File: src/rtl/rar_pkg.sv
// Package for the rational arithmetic reducer: word width, operation codes,
// and the controller/datapath command and status structs. No dependencies.
package rar_pkg;
	localparam int WORD_BITS = 32;
	localparam int FIELD_BITS = 32;
	localparam int CNT_BITS = $clog2(WORD_BITS + 1);

	typedef logic signed [WORD_BITS-1:0] word_t;

	typedef enum logic [1:0] {
		OP_ADD = 2'd0,
		OP_SUB = 2'd1,
		OP_MUL = 2'd2,
		OP_DIV = 2'd3
	} op_t;

	// controller -> datapath
	typedef struct packed {
		logic load;      // capture operands
		logic prod;      // register cross products
		logic combine;   // form n and d, set up x = n, y = d
		logic div_start; // start one magnitude division
		logic div_sel;   // 0: x rem y, or n by g once y is zero; 1: d by g
		logic div_step;  // one restoring step
		logic gcd_next;  // x = y, y = rem
		logic qn_take;   // store n/g
		logic qd_take;   // d/g done; quotient stays in the divider
		logic fin;       // write result register
	} cmd_t;

	// datapath -> controller
	typedef struct packed {
		logic y_zero;
		logic x_zero;
		logic div_done;
	} stat_t;
endpackage

File: src/rtl/rar_ctrl.sv
// Controller state machine for the rational arithmetic reducer.
// Depends on rar_pkg.
module rar_ctrl (
	input  logic           clk,
	input  logic           arst_n,
	input  logic           in_fire,
	output logic           in_free,
	input  logic           out_busy,
	input  rar_pkg::stat_t stat,
	output rar_pkg::cmd_t  cmd
);
	import rar_pkg::*;

	typedef enum logic [3:0] {
		S_IDLE, S_PROD, S_COMB, S_TEST, S_REM, S_QN0, S_QN, S_QD0, S_QD, S_OUT
	} state_t;

	state_t state_q;

	assign in_free = (state_q == S_IDLE);

	// command decode
	always_comb begin
		cmd = '0;
		cmd.load = in_fire;
		case (state_q)
			S_PROD: cmd.prod = 1'b1;
			S_COMB: cmd.combine = 1'b1;
			S_TEST: begin
				if (!stat.y_zero) begin
					cmd.div_start = 1'b1;
				end
			end
			S_REM: begin
				cmd.div_step = !stat.div_done;
				cmd.gcd_next = stat.div_done;
			end
			S_QN0: begin
				cmd.div_start = 1'b1;
				cmd.div_sel = 1'b0;
			end
			S_QN: begin
				cmd.div_step = !stat.div_done;
				cmd.qn_take = stat.div_done;
			end
			S_QD0: begin
				cmd.div_start = 1'b1;
				cmd.div_sel = 1'b1;
			end
			S_QD: begin
				cmd.div_step = !stat.div_done;
				cmd.qd_take = stat.div_done;
			end
			S_OUT: cmd.fin = !out_busy;
			default: ;
		endcase
	end

	// state register
	always_ff @(posedge clk or negedge arst_n) begin
		if (!arst_n) begin
			state_q <= S_IDLE;
		end else begin
			case (state_q)
				S_IDLE: if (in_fire) state_q <= S_PROD;
				S_PROD: state_q <= S_COMB;
				S_COMB: state_q <= S_TEST;
				S_TEST: begin
					if (!stat.y_zero) state_q <= S_REM;
					else if (stat.x_zero) state_q <= S_OUT;
					else state_q <= S_QN0;
				end
				S_REM: if (stat.div_done) state_q <= S_TEST;
				S_QN0: state_q <= S_QN;
				S_QN: if (stat.div_done) state_q <= S_QD0;
				S_QD0: state_q <= S_QD;
				S_QD: if (stat.div_done) state_q <= S_OUT;
				S_OUT: if (!out_busy) state_q <= S_IDLE;
				default: state_q <= S_IDLE;
			endcase
		end
	end

	a_no_load_busy: assert property (@(posedge clk) disable iff (!arst_n)
		in_fire |-> state_q == S_IDLE)
		else $error("item accepted while busy");
	a_fin_leaves: assert property (@(posedge clk) disable iff (!arst_n)
		cmd.fin |=> state_q == S_IDLE)
		else $error("finish did not return to idle");
	a_one_div: assert property (@(posedge clk) disable iff (!arst_n)
		cmd.div_start |-> !cmd.div_step)
		else $error("divider start and step together");
endmodule

File: config.mk
export PLATFORM = sky130hd
export DESIGN_NAME = rar_ctrl
export DESIGN_NICKNAME = d
export VERILOG_FILES = /design/src/rtl/rar_pkg.sv /design/src/rtl/rar_ctrl.sv
export SDC_FILE = /design/constraint.sdc
export NUM_CORES = 1
export LEC_CHECK = 0
export BUFFER_PORTS_ARGS = -buffer_cell sky130_fd_sc_hd__buf_2
export CAP_MARGIN = 20
export CORE_AREA = 2 2 39 41
export DETAILED_ROUTE_END_ITERATION = 16
export DIE_AREA = 0 0 41 43
export MAX_ROUTING_LAYER = met4
export PLACE_DENSITY_LB_ADDON = 0.12
export SYNTH_ARGS = -nofsm -noshare
export SYNTH_HDL_FRONTEND = slang
export SYNTH_SLANG_ARGS = --single-unit
File: constraint.sdc
create_clock -name clk -period 3.8 [get_ports clk]
set_clock_uncertainty 0.2 [all_clocks]
set_input_delay 0.57 -clock clk [delete_from_list [all_inputs] [get_ports clk]]
set_output_delay 0.57 -clock clk [all_outputs]
set_load 0.005 [all_outputs]
==> results of run 1 <==
==> what timing repair did <==
item / in CTS / in global routing
hold buffers: 1 / 0
resized for setup: 0 / 0
endpoints found under the hold margin: 4 / 0
==> power by group <==
part           switching [mW]  internal [mW]  leakage (nW)
registers              0.0626         0.0601        0.0500
logic                  0.0850         0.0920         0.184
clock network          0.0155         0.0352        0.0138
==> cells in the final DEF (no fill, tap or decap), types with 2 or more instances in the layout <==
cell type  count
nor2b_1        2
nor2_1         7
and3_1         2
nand2b_1       3
inv_1          2
nor3_1         6
clkbuf_4       3
nand3_1        2
nand2_1        4
a21oi_1        7
dfrtp_1        4
buf_2         17
o21ai_0        3
==> kinds of logic after synthesis <==
group                  Yosys count  synth area share
DFF                              4             0.253
buffers and inverters            7            0.0854
muxes                            1            0.0380
AOI/OAI and AO/OA               15             0.234
and+or+nand+nor                 30             0.389
==> final cells by class <==
cell class / count / area (um^2)
Fill cell: 149 / 877
Sequential cell: 4 / 100
Clock buffer: 3 / 22.5
Multi-Input combinational cell: 46 / 262
Timing Repair Buffer: 18 / 95.1
Inverter: 2 / 7.51
Tap cell: 16 / 20.0
==> layer usage <==
metal  track usage  vias to the layer above
met3        0.0157                        2
met2         0.175                       13
met5             -                        -
li1              -                      233
met4         0.100                        0
met1         0.218                      203
==> critical path, stage by stage, from the launching register on <==
cell     delay [ps]
dfrtp_1         570
nor2b_2         230
a21oi_1          70
nor3_1          150
buf_2           140
==> how the worst min path moves through the flow <==
stage                     startpoint          to  slack, ps
after floorplan               arst_n  state_q[0]         70
after global placement        arst_n  state_q[3]        180
after detailed placement      arst_n  state_q[1]        180
after CTS                   out_busy  state_q[0]        440
after global routing          arst_n  state_q[0]        490
final                       out_busy  state_q[0]        450
==> stage by stage <==
stage,util,hold slack (ps),cell area [um^2],worst slack (ps),power [mW]
2_1_floorplan,-,74.4,395,2110,0.248
3_3_place_gp,0.343,181,474,1850,0.304
5_1_grt,0.366,492,507,1500,0.390
6_report,0.366,450,507,1640,0.350
3_5_place_dp,0.343,182,474,1860,0.300
4_1_cts,0.366,441,507,1590,0.356
==> qor.yml, run 1 <==
status: "completed"
cts_setup_buffers: 0
nNetsFinal: 82
yosys-top-cells-area: "dfrtp_1, a21oi_1, nor3_1"
wirelength_um: 1030
firstDrtPassIters: 4
place.gp.congestion: 0.766
ios: 18
h-tree-depth: 1
max_slew_margin: 0.696
synth_edf_count: 0
dr_wl_met2_um: 459
portBuffers: 17
fin_crit_sh: 0.569
crit_fanout: 14
avgSynthCellArea_um2: 6.94
avgViaCountPerCell: 5.07
end_kind: "output port"
cts_made_buffers: 3
ant_nets: 0
wire_per_inst_um: 11.6
grt-ovfl-total: 0
p_per_area_mw_per_mm2: 691
core_mm2: 0.00138
reg2regPathDepth: 4
clockBufferDepth: 2
routed-wl-met3_um: 49
r2r-end: "state_q[2]"
ys_ff_latch: 4
synth_top_area_cell: "dfrtp_1"
ys_types: 24
critPathRequiredTime_ps: 3030
netlist_top_cells_count: "a21oi_1, nor2_1, nor3_1, dfrtp_1, nand2_1"
top_layer: "met4"
die_area_mm2: 0.00176
rows: 14
layout-drive-gt1-share: 0.315
worstPathArrival_ps: 1390
clock-sinks: 4
antenna_found_initial: 0
fmax_ghz: 0.462
slew_violations: 0
yosysWarnings: 0
cts_tree: "built"
clk_pin_slew_ps: 40
cap_violations: 0
crit_path_start: "state_q[2]"
place_inst: 85
dominantRegCellSynth: "dfrtp_1"
syn_nets: 64
worst_pin_slew_ps: 456
syn_area_um2: 395
largest_reg_flops: 4
hpwl_um: 766
top_regs: "state_q: 4 flops"
period_needed_ps: 2160
first_global_vias: 384
synth_top_area_frac: 0.253
drtIter0Drc: 6
tns_ps: 0
ir_worst_vdd_mv: 0.222
setup_violations: 0
path_class: "flip-flop to output port"
stdcell_count: 89
start_kind: "flip-flop"
syn2layout_area_growth_pct: 28.2
registers.top_by_ff_count: "state_q"
drc: 0
cts_root_buf: "clkbuf_4"
hold_violations: 0
ys_async_sr_fraction: 1.00
die_h_um: 43
rsz0062_at_grt: "false"
min_path_cells: 3
ys_seq_area_frac: 0.253
n_antenna_cell: 0
track_usage: 0.146
synthCells: 57
cp-endpoint: "cmd[4]"
die_w_um: 41
grt_max_degree: 16
hold_class: "input pin to flip-flop"
grt_first_pass_wirelength_um: 1720
vias: 451
p_leak_nw: 0.248
drt-met1-wl_um: 509
r2r_slack_ps: 1930
start_util: 0.286
r2r-start: "state_q[2]"
clock_latency_ps: 230
Note: power is estimated with default switching activity, not from simulation.
==> run 2, diff against run 1 <==
==> constraint.sdc (replaced) <==
create_clock -name clk -period 1.9 [get_ports clk]
set_clock_uncertainty 0.2 [all_clocks]
set_input_delay 0.285 -clock clk [delete_from_list [all_inputs] [get_ports clk]]
set_output_delay 0.285 -clock clk [all_outputs]
set_load 0.005 [all_outputs]
==> run 2 against run 1 <==
  * Sequential cell count did not move
  * Worst setup slack worse by 1500 ps
  * Hold slack got worse by 310 ps
  * Power rose by 120%
  * Sequential power rose by 60%
  * Count of clock-buffer cells in the layout stayed put
  * Via count grew 1.1%
  * Combinational power rose to 2.6 times the previous value
  * Largest cell class unchanged
  * Largest power group unchanged
==> qor.yml, run 2 (synthesis results as in run 1) <==
status: "completed"
final_cell_mix: "buf_2, nor2_1, a21oi_1"
slew_violations: 0
die_area_mm2: 0.00176
die_h_um: 43
critPathRequiredTime_ps: 1410
worst_pin_slew_ps: 348
start_util: 0.286
place.gp.congestion: 0.790
hold_class: "input pin to flip-flop"
worstPathArrival_ps: 1290
clockBufferDepth: 2
ios: 18
syn2layout_area_growth_pct: 34.8
p_total_mw: 0.756
portBuffers: 17
nNetsFinal: 85
wire_per_inst_um: 12.0
wirelength_um: 1110
h-tree-depth: 1
layout_commonest_cell: "buf_2"
clock_latency_ps: 230
clk_pin_slew_ps: 40
first_global_vias: 423
period_needed_ps: 1770
end_kind: "output port"
cp_num_buf_inv: 2
grt-ovfl-total: 0
max_stage_delay_ps: 400
cts_root_buf: "clkbuf_4"
layout-drive-gt1-share: 0.368
firstDrtPassIters: 3
vias: 456
post-route-cell-area_um2: 533
antenna_found_initial: 0
cp_cell_sequence: "buf_4, nand2b_1, nor3_1, buf_2"
drtIter0Drc: 7
p_leak_nw: 0.264
grt_max_degree: 16
drc: 0
max_slew_margin: 0.766
dpl_cell_area_um2: 497
core_mm2: 0.00138
cts_setup_buffers: 0
grt_first_pass_wirelength_um: 1750
clock-sinks: 4
cts_tree: "built"
die_w_um: 41
slowest_stage: "dfrtp_1"
rsz0062_at_grt: "false"
top_regs: "state_q: 4 flops"
largest_reg_flops: 4
rows: 14
p_per_area_mw_per_mm2: 1420
cap_violations: 0
start_kind: "flip-flop"
tns_ps: 0
hpwl_um: 797
ir_worst_vdd_mv: 0.401
cts_made_buffers: 3
fin_crit_sh: 0.932
crit_fanout: 11
n_antenna_cell: 0
setup_violations: 0
hold_violations: 0
cp_top_family: "flip-flops"
fmax_ghz: 0.565
registers.top_by_ff_count: "state_q"
avgViaCountPerCell: 4.96
ant_nets: 0
track_usage: 0.150
path_class: "flip-flop to output port"
-- run 2: cell types whose count changed in the layout (fill, tap and decap cells not counted) --
cell     delta
nor2b_1     -1
buf_4       +3
nor2b_2     +1
dfrtp_1     -1
dfrtp_2     +1
-- run 2: worst paths after layout --
path                                 start  depth (start not counted)  slack, ps         end
worst max-delay path            state_q[1]                          4        130      cmd[0]
worst min-delay path              out_busy                          3        140  state_q[0]
worst max register to register  state_q[0]                          4        260  state_q[2]
worst min register to register  state_q[1]                          1        350  state_q[3]
max in group asynchronous           arst_n                          2       1190  state_q[0]
min in group asynchronous           arst_n                          2        180  state_q[1]
-- run 2: cell type report --
type	count	area, um^2
repair buffers	21	118
clock buffers	3	22.5
flip-flops and latches	4	101
well taps	16	20.0
fillers	159	851
inverters	2	7.51
multi-input cells	46	264
-- run 2: where the power goes --
part	switching [mW]	internal [mW]	total, mW
clock network	0.0346	0.0706	0.105
registers	0.0728	0.124	0.197
logic	0.239	0.215	0.454
-- run 2: worst register-to-register path, cell delays in order, from the launching register on --
cell and delay, ps:
dfrtp_2 500, and3_1 180, o21ai_1 190, o31ai_2 140, mux2_4 310
-- run 2: timing repair --
action,4_1_cts,5_1_grt
hold buffers,1,0
hold endpoints to repair,4,0
gates resized for setup,0,2
setup endpoints to repair,0,3
-- run 2: stage by stage --
stage | setup WS (ps) | utilization | hold slack [ps] | std cells
global route | 22.3 | 0.385 | 157 | 92
global placement | 237 | 0.359 | -106 | 88
detailed placement | 198 | 0.359 | -107 | 88
floorplan | 392 | - | -211 | 57
CTS | 95.1 | 0.382 | 144 | 92
finish | 130 | 0.385 | 141 | 92
-- run 2: routing by layer --
metal,up-vias,wire length (um),global-route usage
met2,13,565,0.225
met1,201,470,0.179
met5,-,0,-
li1,240,-,-
met3,2,53,0.0471
met4,0,16,0.0600
==> run 3, diff against run 2 <==
--- a/config.mk
+++ b/config.mk
@@ -5,11 +5,12 @@
 export SDC_FILE = /design/constraint.sdc
 export NUM_CORES = 1
 export LEC_CHECK = 0
-export BUFFER_PORTS_ARGS = -buffer_cell sky130_fd_sc_hd__buf_2
 export CAP_MARGIN = 20
 export CORE_AREA = 2 2 39 41
 export DETAILED_ROUTE_END_ITERATION = 16
 export DIE_AREA = 0 0 41 43
+export DONT_BUFFER_PORTS = 1
+export HOLD_SLACK_MARGIN = 0.08
 export MAX_ROUTING_LAYER = met4
 export PLACE_DENSITY_LB_ADDON = 0.12
 export SYNTH_ARGS = -nofsm -noshare
==> run 3 against run 2 <==
  * Utilization decreased by 5.2 points
  * Cell area decreased by 13%
  * Hold slack got worse by 33 ps
  * Critical path depth decreased by 1
  * Sequential power decreased by 21%
  * Sequential share of layout area increased by 2.7 points
  * Cell count decreased by 16%
  * Via count decreased by 7.5%
  * Fmax increased by 2.1%
==> qor.yml, run 3 (synthesis results as in run 1) <==
hold_violations: 0
reg2regPathDepth: 4
die_w_um: 41
clockBufferDepth: 2
worstPathArrival_ps: 1250
dr_wl_met2_um: 512
setup_violations: 0
start_util: 0.286
cts_setup_buffers: 0
ant_nets: 0
rsz0062_at_grt: "false"
hold_path_end: "state_q[3]"
min_path_cells: 2
post-route-util: 0.334
drt-met1-wl_um: 466
h-tree-depth: 1
clock_latency_ps: 240
firstDrtPassIters: 4
cp_cell_sequence: "buf_4, nor2b_1, and3_1"
stdcell_count: 77
tns_ps: 0
cts_root_buf: "clkbuf_4"
period_needed_ps: 1730
p_per_area_mw_per_mm2: 1530
nNetsFinal: 70
p_total_mw: 0.706
slowest_stage: "dfrtp_1"
grt_first_pass_wirelength_um: 1670
avgViaCountPerCell: 5.48
wirelength_um: 1080
r2r-start: "state_q[1]"
wire_per_inst_um: 14.0
holdWs_ps: 108
crit_fanout: 12
post-route-cell-area_um2: 462
portBuffers: 0
fin_crit_sh: 0.912
drtIter0Drc: 7
track_usage: 0.149
first_global_vias: 376
clk_pin_slew_ps: 40
fill_cells: 162
r2r_slack_ps: 300
hold_class: "input pin to flip-flop"
grt-ovfl-total: 0
die_h_um: 43
layout-drive-gt1-share: 0.164
r2r-end: "state_q[2]"
p_leak_nw: 0.192
top_layer: "met4"
end_kind: "output port"
slew_violations: 0
status: "completed"
hpwl_um: 807
registers.top_by_ff_count: "state_q"
worst_pin_slew_ps: 329
rows: 14
final_cell_mix: "nor2_1, a21oi_1, nor3_1"
drc: 0
grt_max_degree: 13
start_kind: "flip-flop"
cap_violations: 0
ios: 18
path_class: "flip-flop to output port"
min_from: "stat[0]"
place_inst: 72
clock-sinks: 4
critPathRequiredTime_ps: 1410
cts_made_buffers: 3
fmax_ghz: 0.577
antenna_found_initial: 0
setup_ws_ps: 167
n_antenna_cell: 0
dpl_cell_area_um2: 419
ir_worst_vdd_mv: 0.497
vias: 422
core_mm2: 0.00138
cts_resized: 0
max_slew_margin: 0.779
max_stage_delay_ps: 400
place.gp.congestion: 0.792
largest_reg_flops: 4
cts_tree: "built"
top_regs: "state_q: 4 flops"
dp_slack_ps: 294
routed-wl-met3_um: 81
die_area_mm2: 0.00176
syn2layout_area_growth_pct: 16.8
## run 3: how the worst max path moves through the flow
stage | start | to | cells after the start
floorplan | state_q[1] | state_q[2] | 4
finish | state_q[0] | cmd[2] | 3
CTS | state_q[0] | cmd[2] | 3
global placement | state_q[1] | state_q[2] | 4
global route | state_q[0] | cmd[2] | 3
detailed placement | state_q[1] | state_q[2] | 4
## run 3: layout make-up
cell class / count / area [um^2] / share of cell area
multi-input cells: 46 / 262 / 0.566
flip-flops and latches: 4 / 100 / 0.217
repair buffers: 6 / 50.0 / 0.108
clock buffers: 3 / 22.5 / 0.0488
well taps: 16 / 20.0 / 0.0434
inverters: 2 / 7.51 / 0.0163
## run 3: per-layer routing
metal | track usage | up-vias
li1 | - | 209
met3 | 0.0471 | 2
met1 | 0.183 | 199
met4 | 0.120 | 0
met5 | - | -
met2 | 0.191 | 12
## run 3: what timing repair did
item                       4_1_cts  5_1_grt
hold buffers                     2        0
hold endpoints to repair         5        0
setup endpoints to repair        0        0
## run 3: critical path, delay by kind of cell, from the launching register on
kind                   cells  cell delay, ps
DFF                        1             400
buffers and inverters      1             190
and+or+nand+nor            2             430
## run 3: power by group
group          switching, mW  internal (mW)  total, mW
combinational          0.256          0.189      0.445
sequential            0.0331          0.122      0.155
clock                 0.0351         0.0707      0.106
